--- config.mk ---
export PLATFORM = sky130hd
export DESIGN_NAME = i2c_register_access_master
export DESIGN_NICKNAME = d
export VERILOG_FILES = /design/src/rtl/i2c_ram_pkg.sv /design/src/rtl/i2c_ram_in_stage.sv /design/src/rtl/i2c_ram_engine.sv /design/src/rtl/i2c_register_access_master.sv
export SDC_FILE = /design/constraint.sdc
export NUM_CORES = 1
export LEC_CHECK = 0
export BUFFER_PORTS_ARGS = -buffer_cell sky130_fd_sc_hd__buf_2
export CAP_MARGIN = 20
export CORE_MARGIN = 2
export CORE_UTILIZATION = 50
export CTS_CLUSTER_SIZE = 40
export DETAILED_ROUTE_END_ITERATION = 10
export MAX_ROUTING_LAYER = met4
export PLACE_DENSITY = 0.7
export SYNTH_ARGS = -nofsm -noshare
export SYNTH_HDL_FRONTEND = slang
export SYNTH_SLANG_ARGS = --single-unit
--- constraint.sdc ---
create_clock -name clk -period 8.8 [get_ports clk]
set_input_delay 1.76 -clock clk [delete_from_list [all_inputs] [get_ports clk]]
set_output_delay 1.76 -clock clk [all_outputs]
set_load 0.01 [all_outputs]
--- src/rtl/i2c_ram_pkg.sv ---
// ----------------------------------------------------------------------------
// I2C register access master: shared package
// Item and result layouts, transaction and segment codes, and the tables that
// give the order and length of the segments of each transaction.
// ----------------------------------------------------------------------------
package i2c_ram_pkg;

    localparam int IDX_W = 4;
    localparam int OFF_W = 5;
    localparam logic [6:0] DEV_ADDR_RESET = 7'd104;

    typedef enum logic [1:0] {
        OP_IDLE      = 2'd0,
        OP_WRITE     = 2'd1,
        OP_READ_BYTE = 2'd2,
        OP_READ_WORD = 2'd3
    } op_t;

    typedef enum logic [3:0] {
        SEG_START     = 4'd0,
        SEG_SEND_AW   = 4'd1,
        SEG_SEND_REG  = 4'd2,
        SEG_SEND_DATA = 4'd3,
        SEG_SEND_AR   = 4'd4,
        SEG_READ      = 4'd5,
        SEG_ACK       = 4'd6,
        SEG_NAK       = 4'd7,
        SEG_STOP      = 4'd8
    } seg_t;

    typedef struct packed {
        logic [1:0] func;
        logic [7:0] reg_addr;
        logic [7:0] wr_data;
        logic       sda_in;
    } item_t;

    typedef struct packed {
        logic        scl;
        logic        sda_out;
        logic        busy_res;
        logic        done_res;
        logic [15:0] read_value;
        logic        nack;
    } res_t;

    typedef struct packed {
        op_t              op;
        logic [IDX_W-1:0] idx;
    } eng_status_t;

    function automatic seg_t seg_at(input op_t op, input logic [IDX_W-1:0] idx);
        seg_t s;
        s = SEG_STOP;
        case (idx)
            4'd0: s = SEG_START;
            4'd1: s = SEG_SEND_AW;
            4'd2: s = SEG_SEND_REG;
            4'd3: s = (op == OP_WRITE) ? SEG_SEND_DATA : SEG_START;
            4'd4: s = (op == OP_WRITE) ? SEG_STOP : SEG_SEND_AR;
            4'd5: s = SEG_READ;
            4'd6: s = (op == OP_READ_WORD) ? SEG_ACK : SEG_NAK;
            4'd7: s = (op == OP_READ_WORD) ? SEG_READ : SEG_STOP;
            4'd8: s = SEG_NAK;
            default: s = SEG_STOP;
        endcase
        return s;
    endfunction

    function automatic logic [IDX_W-1:0] seg_last_idx(input op_t op);
        logic [IDX_W-1:0] n;
        case (op)
            OP_WRITE:     n = 4'd4;
            OP_READ_BYTE: n = 4'd7;
            OP_READ_WORD: n = 4'd9;
            default:      n = 4'd0;
        endcase
        return n;
    endfunction

    function automatic logic [OFF_W-1:0] seg_last_off(input seg_t s);
        logic [OFF_W-1:0] n;
        case (s)
            SEG_READ:      n = 5'd16;
            SEG_SEND_AW,
            SEG_SEND_REG,
            SEG_SEND_DATA,
            SEG_SEND_AR:   n = 5'd27;
            default:       n = 5'd3;
        endcase
        return n;
    endfunction

endpackage

--- src/rtl/i2c_ram_in_stage.sv ---
// ----------------------------------------------------------------------------
// I2C register access master: input register
// Holds one accepted command or tick until the engine takes it.
// ----------------------------------------------------------------------------
module i2c_ram_in_stage
(
    input  logic                clk,
    input  logic                rst_n,
    input  logic                in_valid,
    output logic                in_ready,
    input  i2c_ram_pkg::item_t  in_item,
    input  logic                take,
    output logic                held_valid,
    output i2c_ram_pkg::item_t  held_item
);
    import i2c_ram_pkg::*;

    logic  valid_reg;
    logic  valid_next;
    item_t item_reg;

    assign in_ready   = !valid_reg || take;
    assign held_valid = valid_reg;
    assign held_item  = item_reg;

    always_comb
    begin
        if (in_valid && in_ready)
        begin
            valid_next = 1'b1;
        end
        else if (take)
        begin
            valid_next = 1'b0;
        end
        else
        begin
            valid_next = valid_reg;
        end
    end

    always_ff @(posedge clk or negedge rst_n)
    begin
        if (!rst_n)
        begin
            valid_reg <= 1'b0;
        end
        else
        begin
            valid_reg <= valid_next;
        end
    end

    always_ff @(posedge clk)
    begin
        if (in_valid && in_ready)
        begin
            item_reg <= in_item;
        end
    end

endmodule

--- src/rtl/i2c_ram_engine.sv ---
// ----------------------------------------------------------------------------
// I2C register access master: line sequencer
// Keeps the transaction state and performs one SCL or SDA change per step.
// ----------------------------------------------------------------------------
module i2c_ram_engine
(
    input  logic                        clk,
    input  logic                        rst_n,
    input  logic                        step,
    input  i2c_ram_pkg::item_t          item,
    input  logic [6:0]                  dev_addr,
    output i2c_ram_pkg::res_t           res_next,
    output i2c_ram_pkg::eng_status_t    status
);
    import i2c_ram_pkg::*;

    op_t              op_kind_reg,        op_kind_next;
    logic [IDX_W-1:0] seg_idx_reg,        seg_idx_next;
    logic [OFF_W-1:0] seg_off_reg,        seg_off_next;
    logic [1:0]       bit_ph_reg,         bit_ph_next;
    logic [7:0]       held_register_reg,  held_register_next;
    logic [7:0]       held_data_reg,      held_data_next;
    logic [7:0]       shift_byte_reg,     shift_byte_next;
    logic [15:0]      collected_word_reg, collected_word_next;
    logic             clock_level_reg,    clock_level_next;
    logic             data_level_reg,     data_level_next;
    logic             last_ack_reg,       last_ack_next;

    logic             start;
    op_t              op_cur;
    logic [IDX_W-1:0] idx_cur;
    logic [OFF_W-1:0] off_cur;
    seg_t             seg_cur;
    logic             active;
    logic             seg_end;
    logic             txn_end;
    logic [7:0]       send_val;
    logic [7:0]       shift_in;

    assign start   = (op_kind_reg == OP_IDLE) && (op_t'(item.func) != OP_IDLE);
    assign op_cur  = start ? op_t'(item.func) : op_kind_reg;
    assign idx_cur = start ? '0 : seg_idx_reg;
    assign off_cur = start ? '0 : seg_off_reg;
    assign seg_cur = seg_at(op_cur, idx_cur);
    assign active  = (op_cur != OP_IDLE);
    assign seg_end = (off_cur == seg_last_off(seg_cur));
    assign txn_end = active && seg_end && (idx_cur == seg_last_idx(op_cur));

    assign status.op  = op_kind_reg;
    assign status.idx = seg_idx_reg;

    // Sequencing: transaction kind, segment and offset within the segment.
    always_comb
    begin
        op_kind_next = op_cur;
        seg_idx_next = idx_cur;
        seg_off_next = off_cur;
        if (txn_end)
        begin
            op_kind_next = OP_IDLE;
            seg_idx_next = '0;
            seg_off_next = '0;
        end
        else if (active && seg_end)
        begin
            seg_idx_next = idx_cur + 1'b1;
            seg_off_next = '0;
        end
        else if (active)
        begin
            seg_off_next = off_cur + 1'b1;
        end
    end

    // Line changes and data path.
    always_comb
    begin
        held_register_next  = start ? item.reg_addr : held_register_reg;
        held_data_next      = start ? item.wr_data  : held_data_reg;
        collected_word_next = start ? 16'd0 : collected_word_reg;
        shift_byte_next     = shift_byte_reg;
        bit_ph_next         = bit_ph_reg;
        clock_level_next    = clock_level_reg;
        data_level_next     = data_level_reg;
        last_ack_next       = last_ack_reg;
        shift_in            = {shift_byte_reg[6:0], item.sda_in};

        case (seg_cur)
            SEG_SEND_AW:  send_val = {dev_addr, 1'b0};
            SEG_SEND_AR:  send_val = {dev_addr, 1'b1};
            SEG_SEND_REG: send_val = held_register_next;
            default:      send_val = held_data_next;
        endcase

        if (active)
        begin
            case (seg_cur)
                SEG_READ:
                begin
                    if (off_cur == 5'd0)
                    begin
                        clock_level_next = 1'b0;
                        shift_byte_next  = 8'd0;
                    end
                    else if (off_cur[0])
                    begin
                        clock_level_next = 1'b1;
                    end
                    else
                    begin
                        clock_level_next = 1'b0;
                        shift_byte_next  = shift_in;
                        if (off_cur == 5'd16)
                        begin
                            collected_word_next = {collected_word_next[7:0], shift_in};
                        end
                    end
                end
                SEG_SEND_AW, SEG_SEND_REG, SEG_SEND_DATA, SEG_SEND_AR:
                begin
                    if (off_cur == 5'd0)
                    begin
                        clock_level_next = 1'b0;
                        shift_byte_next  = send_val;
                        bit_ph_next      = 2'd0;
                    end
                    else if (off_cur <= 5'd24)
                    begin
                        bit_ph_next = (bit_ph_reg == 2'd2) ? 2'd0 : bit_ph_reg + 2'd1;
                        case (bit_ph_reg)
                            2'd0: data_level_next = shift_byte_reg[7];
                            2'd1: clock_level_next = 1'b1;
                            default:
                            begin
                                clock_level_next = 1'b0;
                                shift_byte_next  = {shift_byte_reg[6:0], 1'b0};
                            end
                        endcase
                    end
                    else if (off_cur == 5'd25)
                    begin
                        data_level_next = 1'b1;
                    end
                    else if (off_cur == 5'd26)
                    begin
                        clock_level_next = 1'b1;
                    end
                    else
                    begin
                        clock_level_next = 1'b0;
                        last_ack_next    = item.sda_in;
                    end
                end
                SEG_START:
                begin
                    case (off_cur[1:0])
                        2'd0:    data_level_next  = 1'b1;
                        2'd1:    clock_level_next = 1'b1;
                        2'd2:    data_level_next  = 1'b0;
                        default: clock_level_next = 1'b0;
                    endcase
                end
                SEG_ACK:
                begin
                    case (off_cur[1:0])
                        2'd0:    data_level_next  = 1'b0;
                        2'd1:    clock_level_next = 1'b1;
                        2'd2:    clock_level_next = 1'b0;
                        default: data_level_next  = 1'b1;
                    endcase
                end
                SEG_NAK:
                begin
                    case (off_cur[1:0])
                        2'd0:    data_level_next  = 1'b1;
                        2'd1:    clock_level_next = 1'b1;
                        2'd2:    clock_level_next = 1'b0;
                        default: data_level_next  = 1'b1;
                    endcase
                end
                default:
                begin
                    case (off_cur[1:0])
                        2'd0:    clock_level_next = 1'b0;
                        2'd1:    data_level_next  = 1'b0;
                        2'd2:    clock_level_next = 1'b1;
                        default: data_level_next  = 1'b1;
                    endcase
                end
            endcase
        end

        res_next.scl        = clock_level_next;
        res_next.sda_out    = data_level_next;
        res_next.busy_res   = active;
        res_next.done_res   = txn_end;
        res_next.read_value = (txn_end && (op_cur != OP_WRITE)) ? collected_word_next : 16'd0;
        res_next.nack       = last_ack_next;
    end

    always_ff @(posedge clk or negedge rst_n)
    begin
        if (!rst_n)
        begin
            op_kind_reg        <= OP_IDLE;
            seg_idx_reg        <= '0;
            seg_off_reg        <= '0;
            bit_ph_reg         <= 2'd0;
            held_register_reg  <= 8'd0;
            held_data_reg      <= 8'd0;
            shift_byte_reg     <= 8'd0;
            collected_word_reg <= 16'd0;
            clock_level_reg    <= 1'b1;
            data_level_reg     <= 1'b1;
            last_ack_reg       <= 1'b1;
        end
        else if (step)
        begin
            op_kind_reg        <= op_kind_next;
            seg_idx_reg        <= seg_idx_next;
            seg_off_reg        <= seg_off_next;
            bit_ph_reg         <= bit_ph_next;
            held_register_reg  <= held_register_next;
            held_data_reg      <= held_data_next;
            shift_byte_reg     <= shift_byte_next;
            collected_word_reg <= collected_word_next;
            clock_level_reg    <= clock_level_next;
            data_level_reg     <= data_level_next;
            last_ack_reg       <= last_ack_next;
        end
    end

endmodule

--- src/rtl/i2c_register_access_master.sv ---
// Each input transfer is held in the input register and its result in the result register.
// Throughput: one item per cycle while the receiver accepts results, set by the input register and the result
// register, with the sequencer state updated in the same cycle as the result is registered.
// Reset (rst_n low, asynchronous): idle, both lines released, the
// acknowledge flag set and the device address at its default of 104.
// ----------------------------------------------------------------------------
// I2C register access master: top level
// Stream wrapper with input register, line sequencer and result register.
// ----------------------------------------------------------------------------
module i2c_register_access_master
(
    input  logic        clk,
    input  logic        rst_n,
    input  logic        s_tvalid,
    output logic        s_tready,
    input  logic [23:0] s_tdata,   // reg_addr[7:0], wr_data[15:8], sda_in[16], zero pad
    input  logic [1:0]  s_tuser,   // func[1:0]
    output logic        m_tvalid,
    input  logic        m_tready,
    output logic [23:0] m_tdata,   // scl[0], sda_out[1], busy_res[2], read_value[18:3],
                                   // nack[19], zero pad
    output logic        m_tlast,   // done_res
    input  logic        cfg_we,
    input  logic [6:0]  cfg_wdata  // device_address
);
    import i2c_ram_pkg::*;

    item_t       in_item;
    item_t       held_item;
    logic        held_valid;
    logic        advance;
    res_t        res_next;
    res_t        res_reg;
    logic        out_valid_reg;
    logic        out_valid_next;
    logic [6:0]  dev_addr_reg;
    eng_status_t status;

    assign in_item.func     = s_tuser;
    assign in_item.reg_addr = s_tdata[7:0];
    assign in_item.wr_data  = s_tdata[15:8];
    assign in_item.sda_in   = s_tdata[16];

    assign advance = held_valid && (!out_valid_reg || m_tready);

    i2c_ram_in_stage u_in_stage
    (
        .clk        (clk),
        .rst_n      (rst_n),
        .in_valid   (s_tvalid),
        .in_ready   (s_tready),
        .in_item    (in_item),
        .take       (advance),
        .held_valid (held_valid),
        .held_item  (held_item)
    );

    i2c_ram_engine u_engine
    (
        .clk      (clk),
        .rst_n    (rst_n),
        .step     (advance),
        .item     (held_item),
        .dev_addr (dev_addr_reg),
        .res_next (res_next),
        .status   (status)
    );

    always_comb
    begin
        if (advance)
        begin
            out_valid_next = 1'b1;
        end
        else if (m_tready)
        begin
            out_valid_next = 1'b0;
        end
        else
        begin
            out_valid_next = out_valid_reg;
        end
    end

    always_ff @(posedge clk or negedge rst_n)
    begin
        if (!rst_n)
        begin
            out_valid_reg <= 1'b0;
            dev_addr_reg  <= DEV_ADDR_RESET;
        end
        else
        begin
            out_valid_reg <= out_valid_next;
            if (cfg_we)
            begin
                dev_addr_reg <= cfg_wdata;
            end
        end
    end

    always_ff @(posedge clk)
    begin
        if (advance)
        begin
            res_reg <= res_next;
        end
    end

    assign m_tvalid = out_valid_reg;
    assign m_tlast  = res_reg.done_res;
    assign m_tdata  = {4'd0, res_reg.nack, res_reg.read_value, res_reg.busy_res,
                       res_reg.sda_out, res_reg.scl};

`ifndef ASSERT_OFF
    a_done_is_busy: assert property (@(posedge clk) disable iff (!rst_n)
        out_valid_reg && res_reg.done_res |-> res_reg.busy_res)
        else $error("done without busy");

    a_value_only_on_done: assert property (@(posedge clk) disable iff (!rst_n)
        out_valid_reg && (res_reg.read_value != 16'd0) |-> res_reg.done_res)
        else $error("read value outside a done result");

    a_idle_after_done: assert property (@(posedge clk) disable iff (!rst_n)
        advance && res_next.done_res |=> (status.op == OP_IDLE) && (status.idx == '0))
        else $error("sequencer not idle after final stop");
`endif

endmodule

# ---- Word-level counts from Yosys, hierarchy flattened
# Index checks and enable logic that the tools add are counted.
# W data, S select, Z words.
dict set report word_totals {
  wordCells 154
  regBits 105
}
dict set report op_classes {
  reduce_logical 29
  n_eq_ne 31
  n_lt_le_gt_ge 1
  n_mux 66
  n_addsub 3
}
# op count
set op_table {}
lappend op_table {{$mux W16} 6}
lappend op_table {{$mux W8} 7}
lappend op_table {{$pmux W4 S9} 1}
lappend op_table {{$eq A4 B3 Y1 const B} 8}
lappend op_table {{$mux W1} 24}
lappend op_table {{$pmux W8 S3} 1}
lappend op_table {{$mux W4} 5}
lappend op_table {{$mux W5} 4}
lappend op_table {{$eq A4 B2 Y1 const B} 4}
lappend op_table {{$pmux W8 S2} 1}
lappend op_table {{$eq A5 B5 Y1 const B} 3}
lappend op_table {{$pmux W1 S2} 7}
lappend op_table {{$mux W2} 6}
lappend op_table {{$pmux W4 S3} 1}
lappend op_table {{$reduce_bool A2 Y1} 6}
lappend op_table {{$pmux W5 S2} 1}
lappend op_table {{$eq A2 B2 Y1 const B} 4}
lappend op_table {{$eq A4 B1 Y1 const B} 2}
lappend op_table {{$logic_not A4 Y1} 2}
lappend op_table {{$reduce_or A2 Y1} 4}
lappend op_table {{$eq A2 B1 Y1 const B} 3}
lappend op_table {{$logic_and A1 B1 Y1} 6}
lappend op_table {{$logic_not A2 Y1} 3}
lappend op_table {{$reduce_and A6 Y1} 1}
lappend op_table {{18 further kinds} 20}

# ---- Depth between registers and ports, before layout
# Gate-level depths: netlist (run 1).
dict set report logic_depth {
  word_depth 13
  ltp_mapped 16
  mapped_depth_nobuf 11
}

# ---- Cells and area by module
# A second synthesis (run 1) with hierarchy kept.
dict set report unflattened {
  hier_cells 485
  area_unflattened_um2 5367.6
}
# module cells_each n_inst area_each_um2
set modules_own_cells {}
lappend modules_own_cells {i2c_ram_engine 417 1 3739.8}
lappend modules_own_cells {i2c_register_access_master 45 1 1003.5}
lappend modules_own_cells {i2c_ram_in_stage 23 1 624.3}

# ---- Worst setup path after synthesis (run 1)
# No wires, ideal clock.
dict set report synth_path {
  path_kind {input port to flip-flop}
  from {input m_tready}
  to {register u_engine.held_data_reg[0]}
  t_arrival_ns 3.820
  path_stages 6
  setup_time_ns 0.125
  path_slack_ns 4.855
  n_path_buf 1
  path_cell_list {nand2b_1 > nand2_1 > clkinv_1 > nand2_1 > clkbuf_1 > mux2_2}
}
dict set report synth_via {
  elab_chain_cells 2
}
# item line_no
set synth_rtl {}
lappend synth_rtl {{start, declared} i2c_register_access_master.sv:19} ;# input logic m_tready,
lappend synth_rtl {{$logic_or A1 B1 Y1} i2c_register_access_master.sv:44} ;# assign advance = held_valid && (!out_valid_reg || m_tready);
lappend synth_rtl {{$logic_and A1 B1 Y1} i2c_register_access_master.sv:44}
lappend synth_rtl {{via advance} i2c_register_access_master.sv:31} ;# logic advance;
lappend synth_rtl {{end signal, assigned} i2c_ram_engine.sv:224} ;# held_data_reg <= held_data_next;
lappend synth_rtl {{end, declared} i2c_ram_engine.sv:22} ;# logic [7:0] held_data_reg, held_data_next;
# The timed path passes the listed nets, and every way through them passes these cells.
# A chain may end at the register's enable or synchronous reset.

# ---- Final worst setup path (run 1)
dict set report layout_path {
  from {register u_engine.op_kind_reg[1]}
  to {register u_engine.collected_word_reg[4]}
}
dict set report layout_via {
  elab_chain_cells 9
  elab_cells_between_ends 31
  classes_between {eq/ne: 12; mux: 14; reduce/logical: 5}
}
# item line_no
set layout_rtl {}
lappend layout_rtl {{start, declared} i2c_ram_engine.sv:17} ;# op_t op_kind_reg, op_kind_next;
lappend layout_rtl {{start signal, assigned} i2c_ram_engine.sv:219} ;# op_kind_reg <= op_kind_next;
lappend layout_rtl {{$logic_not A2 Y1} i2c_ram_engine.sv:40} ;# assign start = (op_kind_reg == OP_IDLE) && (op_t'(item.func) != OP_IDLE);
lappend layout_rtl {{$logic_and A1 B1 Y1} i2c_ram_engine.sv:40}
lappend layout_rtl {{$mux W2 / $mux W5 (equally long branches)} {i2c_ram_engine.sv:41, i2c_ram_engine.sv:43}}
lappend layout_rtl {{$eq A2 B2 Y1 (tied with other cells)} {i2c_ram_pkg.sv:62, i2c_ram_pkg.sv:63}}
lappend layout_rtl {{$mux W4 (tied with other cells)} i2c_ram_pkg.sv:63} ;# 4'd7: s = (op == OP_READ_WORD) ? SEG_READ : SEG_STOP;
lappend layout_rtl {{$pmux W4 S9 / $mux W16 (equally long branches)} {i2c_ram_pkg.sv:55, i2c_ram_engine.sv:105}}
lappend layout_rtl {{$eq A4 B3 Y1 / $mux W16 (equally long branches)} {i2c_ram_engine.sv:97, i2c_ram_engine.sv:100}}
lappend layout_rtl {{$mux W16} i2c_ram_engine.sv:97} ;# case (seg_cur)
lappend layout_rtl {{$mux W16 *} i2c_ram_engine.sv:95} ;# if (active)
lappend layout_rtl {{end signal, assigned} i2c_ram_engine.sv:226} ;# collected_word_reg <= collected_word_next;
lappend layout_rtl {{end, declared} i2c_ram_engine.sv:24} ;# logic [15:0] collected_word_reg, collected_word_next;
# Every way passes the cells marked *; elsewhere a longest branch is shown, timed or not.

==> results of run 1 <==
-- per-layer routing --
layer / GRT usage, % / wire [um]
met5: - / 0
met4: 7.42 / 224
met3: 4.24 / 681
met2: 33.2 / 5460
met1: 29.8 / 5360
-- worst max-delay path by stage --
stage	from	to	depth (start not counted)
4_1_cts	u_engine.op_kind_reg[1]	u_engine.collected_word_reg[2]	9
5_1_grt	u_engine.op_kind_reg[1]	u_engine.collected_word_reg[2]	9
3_3_place_gp	m_tready	s_tready	3
2_1_floorplan	m_tready	u_engine.held_data_reg[0]	6
6_report	u_engine.op_kind_reg[1]	u_engine.collected_word_reg[4]	9
3_5_place_dp	u_engine.op_kind_reg[1]	u_engine.collected_word_reg[12]	9
-- stage by stage --
step / cell area (um2) / hold slack, ns / instances / power (mW)
4_1_cts: 5980 / 0.464 / 702 / 1.13
3_3_place_gp: 5770 / 0.449 / 685 / 0.809
5_1_grt: 5990 / 0.495 / 703 / 1.19
6_report: 5990 / 0.465 / 703 / 1.13
2_1_floorplan: 5480 / 0.438 / 526 / 0.755
3_5_place_dp: 5780 / 0.453 / 686 / 0.816
-- synth_stat cells, drive strengths merged, types with 10 or more instances --
cell type	n	area share, %
nand2	66	4.5
a22o	15	2.4
buf	13	1.7
nor2	20	1.4
a211oi	12	1.6
mux2i	10	1.8
nand3	25	2.3
mux2	25	5.1
clkbuf	26	1.8
o21ai	34	3.1
dfrtp	59	27
edfxtp	40	22
inv	14	0.96
a21oi	39	4.5
-- cells in the final DEF (no fill, tap or decap), types with 4 or more instances in the layout --
master | Yosys | layout
nand2_1 | 66 | 66
dfrtp_1 | 59 | 59
buf_2 | 4 | 54
edfxtp_1 | 40 | 40
o21ai_0 | 33 | 33
a21oi_1 | 28 | 28
nand3_1 | 25 | 25
mux2_2 | 25 | 25
nor2_1 | 20 | 20
a22o_1 | 15 | 15
inv_1 | 14 | 14
a211oi_1 | 12 | 12
mux2i_1 | 10 | 10
a21oi_2 | 10 | 10
clkbuf_8 | 0 | 10
nor3_1 | 9 | 9
a22oi_1 | 9 | 9
ha_1 | 9 | 9
nor2b_1 | 7 | 7
a21o_1 | 7 | 7
nand4_1 | 6 | 6
nand2b_1 | 6 | 6
dfstp_2 | 6 | 6
buf_4 | 4 | 6
a31oi_1 | 5 | 5
xnor2_1 | 4 | 4
nor3b_1 | 4 | 4
and2_1 | 4 | 4
nor4_1 | 4 | 4
conb_1 | 1 | 4
-- critical path: cells and delay by family, from the launching register on --
family / cells / cell delay [ns]
compound gates: 1 / 0.28
flops: 1 / 0.43
buf+inv: 1 / 0.10
fa+ha+maj: 1 / 0.36
simple gates: 6 / 2.84
-- kinds of logic (layout without fill, tap and decap cells) --
logic type / count (synthesis) / in the layout / share of synthesized area [%]
simple gates: 165 / 165 / 14.6
compound gates: 150 / 150 / 19.3
flops: 105 / 105 / 51.8
buf+inv: 54 / 91 / 4.48
mux: 35 / 35 / 6.97
fa+ha+maj: 9 / 9 / 2.06
xor+xnor: 4 / 4 / 0.640
other cells: 1 / 4 / 0.0685
-- layout make-up --
cell class | instances | area, um2 | area share [%]
Timing Repair Buffer | 60 | 315 | 5.26
Clock inverter | 4 | 58.8 | 0.982
Tap cell | 140 | 175 | 2.92
Inverter | 15 | 56.3 | 0.940
Sequential cell | 105 | 2840 | 47.3
Clock buffer | 12 | 145 | 2.42
Multi-Input combinational cell | 367 | 2400 | 40.1
-- power by group --
part           internal (mW)  switching, mW
Sequential             0.548         0.0568
Combinational         0.0817          0.125
Clock                  0.144          0.172
==> results_dict.tcl, run 1 <==
set metrics [dict create \
    status "finished clean" \
    nets 605 \
    worstPathCellList "nor2_1 -> nand2_1 -> nand2_1 -> ha_1 -> inv_1 -> nor2_1 -> nand4_1 -> nor2_1 -> a22o_1" \
    synth_flop_cell "dfrtp_1" \
    tightest_slew_ns 1.08 \
    syn_to_final_growth_pct 9.44 \
    cp-end-kind "flip-flop" \
    place_ws_ns 4.82 \
    worst-setup-path-type "reg -> reg" \
    max_stage_delay_ns 1.07 \
    cts_max_level 3 \
    grt_max_degree 66 \
    crit_path_max_fanout 16 \
    r2r_cells 9 \
    startpoint_type "flip-flop" \
    dr.first_iter.drc_count 247 \
    setup_viol 0 \
    cap_violations 0 \
    maxSlewViolCount 0 \
    avgSynthCellArea_um2 10.5 \
    synth_area_um2 5470 \
    hold_viol 0 \
    synth_cell_type_count 64 \
    whs_path_depth 2 \
    period_needed_ns 4.06 \
    cp_data_required_time_ns 9.12 \
    diodes 0 \
    path_common_cell "nor2_1" \
    final_layout_size_suffix_gt1_share_pct 21.5 \
    p_leak_nw 2.51 \
    ir_drop_uv 112 \
    drtPass1Iterations 5 \
    hp-class "reg -> reg" \
    timing.fmax_mhz 246 \
    dieArea_um2 11800 \
    post_cts_hold_buffer_count 0 \
    drt_wl_total_mm 11.7 \
    numClockSinks 105 \
    io_buffer_count 53 \
    via_count 4166 \
    ys_warn_count 0 \
    synth_cells 523 \
    rows 38 \
    rsz0062_at_grt "false" \
    largest_register_ffs 20 \
    slew_headroom_pct 27.9 \
    post_cts_buffers 0 \
    antenna_found_initial 0 \
    ctsResizeCount 0 \
    ioPinCount 65 \
    grt_pass1_wl_mm 19.5 \
    yosysSeqAreaShare_pct 51.8 \
    tritoncts "yes" \
    r2r_end "u_engine.collected_word_reg[4]" \
    holdPathEnd "u_engine.last_ack_reg" \
    fin_crit_sh_pct 46.2 \
    coreArea_um2 10700 \
    path_clk_slew_ns 0.10 \
    slowest_stage "nor2_1" \
    grt_pass1_vias 3861 \
    start_util_pct 50.9 \
    vias_per_cell 5.93 \
    numCtsBuffers 9 \
    rr_startpoint "u_engine.op_kind_reg[1]" \
    grt.overflow.total 0 \
    fillers 976 \
    wl_per_cell_um 16.7 \
    fin_skew_ns 0.0137 \
    grt.total_usage_pct 21.9 \
    rrSetupSlack_ns 4.74 \
    synth_edf_count 40 \
    dp_hpwl_mm 7.92 \
    layout_setup_ws_ns 4.74 \
    clock_path_buffers 2 \
    ant_nets 0 \
    crit_arrival_ns 4.38 \
    fin_util_pct 55.7 \
    hp-start "u_engine.last_ack_reg" \
    setup-tns-final_ns 0 \
    dieHeight_um 109 \
    p_per_area_nw_per_um2 188 \
    root_buffer "clkbuf_8" \
    chipWidth_um 109 \
    place_congestion 0.896 \
    drc 0 \
    async_reset_ff_share_pct 61.9 \
    clock_latency_ns 0.38 \
    synth-seq-cells 105 \
]
(Power assumes the default switching activity.)
==> run 2: changes to the inputs <==
Settings changed: ABC_AREA from default to 1.
Clock period 8.8 ns to 3.9 ns, I/O delays scaled along.
==> run 2 against run 1 <==
Total power rose to 3.2 times the previous value; final cell count up 18%; worst hold slack worse by 0.020 ns; utilization up 0.57 points; count of clock-buffer cells in the layout down 2; sequential share of layout area down 0.48 points; register-to-register slack worse by 4.1 ns; via count up 2.2%; clock skew down 0.0038 ns; setup slack worse by 4.1 ns; critical path type unchanged; critical endpoint is now m_tdata[7]; largest cell class unchanged.
==> results_dict.tcl, run 2 <==
set metrics [dict create \
    ys_warn_count 0 \
    largest_register_ffs 20 \
    ioPinCount 65 \
    internal_power_mw 2.24 \
    synth_cell_type_count 42 \
    setup-tns-final_ns 0 \
    diodes 0 \
    drt_wl_total_mm 11.2 \
    chipWidth_um 108 \
    slew_headroom_pct 45.3 \
    yosysSeqAreaShare_pct 52.2 \
    p_leak_nw 2.79 \
    synth_simple_gate_area_share_pct 21.8 \
    dieArea_um2 11700 \
    nets 734 \
    grt.total_usage_pct 21.5 \
    share_comb_of_total_power_pct 35.9 \
    dp_hpwl_mm 8.12 \
    synth_flop_cell "dfrtp_1" \
    post_cts_buffers 0 \
    synth_compound_area_share_pct 13.6 \
    final_layout_size_suffix_gt1_share_pct 16.5 \
    avgSynthCellArea_um2 8.53 \
    holdWs_ns 0.445 \
    tritoncts "yes" \
    wl_per_cell_um 13.4 \
    yosysMostFrequentCell "nand2_1" \
    fin_cells 832 \
    r2r_end "m_tdata[7]" \
    setup_viol 0 \
    synth_area_um2 5440 \
    io_buffer_count 53 \
    coreArea_um2 10700 \
    ir_drop_uv 354 \
    synth-seq-cells 105 \
    async_reset_ff_share_pct 61.9 \
    p_sw_share_pct 37.5 \
    rsz0062_at_grt "false" \
    syn_to_final_growth_pct 11.3 \
    clock_latency_ns 0.37 \
    synth_edf_count 40 \
    maxSlewViolCount 0 \
    numClockSinks 105 \
    period_needed_ns 3.23 \
    drtPass1Iterations 5 \
    rows 38 \
    drc 0 \
    rr_startpoint "u_in_stage.held_item[17]" \
    power_frac_clock_pct 22.4 \
    root_buffer "clkbuf_8" \
    final_common_cell "nand2_1" \
    synth_cells 637 \
    place_ws_ns 0.705 \
    cap_violations 0 \
    seqPwrFrac_pct 41.7 \
    synth_top_cell_by_area "dfrtp_1" \
    vias_per_cell 5.12 \
    yosys.area.top_type_share_pct 27.2 \
    muxShareOfSynthArea_pct 1.10 \
    fin_crit_sh_pct 82.8 \
    synthXorXnorAreaFrac_pct 0.806 \
    start_util_pct 50.6 \
    status "finished clean" \
    p_per_area_nw_per_um2 591 \
    startpoint_type "flip-flop" \
    path_clk_slew_ns 0.10 \
    dpl.cell_count 816 \
    ctsResizeCount 0 \
    synth_area_leaders "dfrtp_1, edfxtp_1, nand2_1, o21ai_0, inv_1" \
    grt_pass1_wl_mm 19.2 \
    fillers 996 \
    antenna_found_initial 0 \
    clock_path_buffers 2 \
    hp-class "in -> async" \
    dr.first_iter.drc_count 251 \
    rrSetupSlack_ns 0.67 \
    crit_arrival_ns 3.46 \
    place_congestion 0.945 \
    via_count 4259 \
    p_switching_mw 1.34 \
    fin_skew_ns 0.00995 \
    tightest_slew_ns 0.820 \
    synthAdderAreaFrac_pct 2.07 \
    grt_pass1_vias 4070 \
    worst-setup-path-type "reg -> reg" \
    dieHeight_um 108 \
    synth_top_family_by_area "simple AND/OR/NAND/NOR gates" \
    timing.fmax_mhz 310 \
    grt.overflow.total 0 \
    hold_viol 0 \
    cts_max_level 3 \
    cp_data_required_time_ns 4.13 \
    grt_max_degree 46 \
    cp-end-kind "flip-flop" \
    synth_common_cells "nand2_1, inv_1, o21ai_0" \
    numCtsBuffers 9 \
    post_cts_hold_buffer_count 0 \
    layout_setup_ws_ns 0.671 \
    r2r_cells 16 \
    ant_nets 0 \
    layout_common_cells "nand2_1, inv_1, o21ai_0, dfrtp_1, buf_2" \
    crit_path_max_fanout 28 \
]
## run 2: kinds of logic (layout without fill, tap and decap cells)
logic type	Yosys count	after routing
AOI/OAI and AO/OA	133	133
other	1	4
muxes	6	6
buffers and inverters	106	158
and+or+nand+nor	272	272
adders and majority gates	9	9
DFF	105	105
xor gates and xnor gates	5	5
## run 2: stage by stage
stage                     area (um2)  power (mW)  utilization, %
final                           6050        3.58            56.3
after floorplan                 5450        2.46               -
after global placement          5810        2.76            54.1
after detailed placement        5810        2.79            54.1
after CTS                       6050        3.60            56.3
after global routing            6050        3.85            56.3
## run 2: worst max path at each step
stage / start / endpoint / slack [ns] / depth (start not counted)
floorplan: u_engine.op_kind_reg[0] / m_tdata[6] / 1.26 / 15
global placement: u_in_stage.held_item[17] / m_tdata[4] / 0.70 / 16
detailed placement: u_in_stage.held_item[17] / m_tdata[7] / 0.70 / 16
CTS: u_in_stage.held_item[17] / m_tdata[7] / 0.67 / 16
global route: u_in_stage.held_item[17] / m_tdata[17] / 0.27 / 16
finish: u_in_stage.held_item[17] / m_tdata[7] / 0.67 / 16
## run 2: layer usage
layer  global-route usage (%)  routed length (um)
met1                     28.9                5350
met2                     33.4                5250
met3                     4.64                 473
met4                     5.59                  97
met5                        -                   0
## run 2: final cells by class
class / count / area (um2) / share of cell area, %
tap: 140 / 175 / 2.89
clock inverter: 6 / 113 / 1.86
clock buffer: 10 / 128 / 2.11
inverter: 77 / 289 / 4.78
timing repair buffer: 65 / 355 / 5.87
sequential: 105 / 2840 / 46.9
multi-input combinational: 429 / 2160 / 35.6
## run 2: critical path, cell delays in order (launching register included)
cell	delay [ns]
edfxtp_1	0.40
inv_1	0.07
nand2_1	0.04
nand2_1	0.31
buf_4	0.42
nand3b_1	0.15
o21ai_1	0.34
nor2_2	0.13
nand3_4	0.16
nand2_2	0.08
nand2_1	0.07
nand2_1	0.07
nor2_2	0.31
nand2_2	0.14
inv_2	0.11
nand2_4	0.15
nor2_1	0.14
## run 2: power by group through the flow
| stage | registers [mW] | logic (mW) | clock network (mW) |
|---|---|---|---|
| 6_report | 1.49 | 1.29 | 0.800 |
| 5_1_grt | 1.52 | 1.47 | 0.871 |
| 4_1_cts | 1.49 | 1.29 | 0.816 |
| 3_5_place_dp | 1.51 | 1.28 | 0 |
| 3_3_place_gp | 1.51 | 1.25 | 0 |
| 2_1_floorplan | 1.51 | 0.955 | 0 |
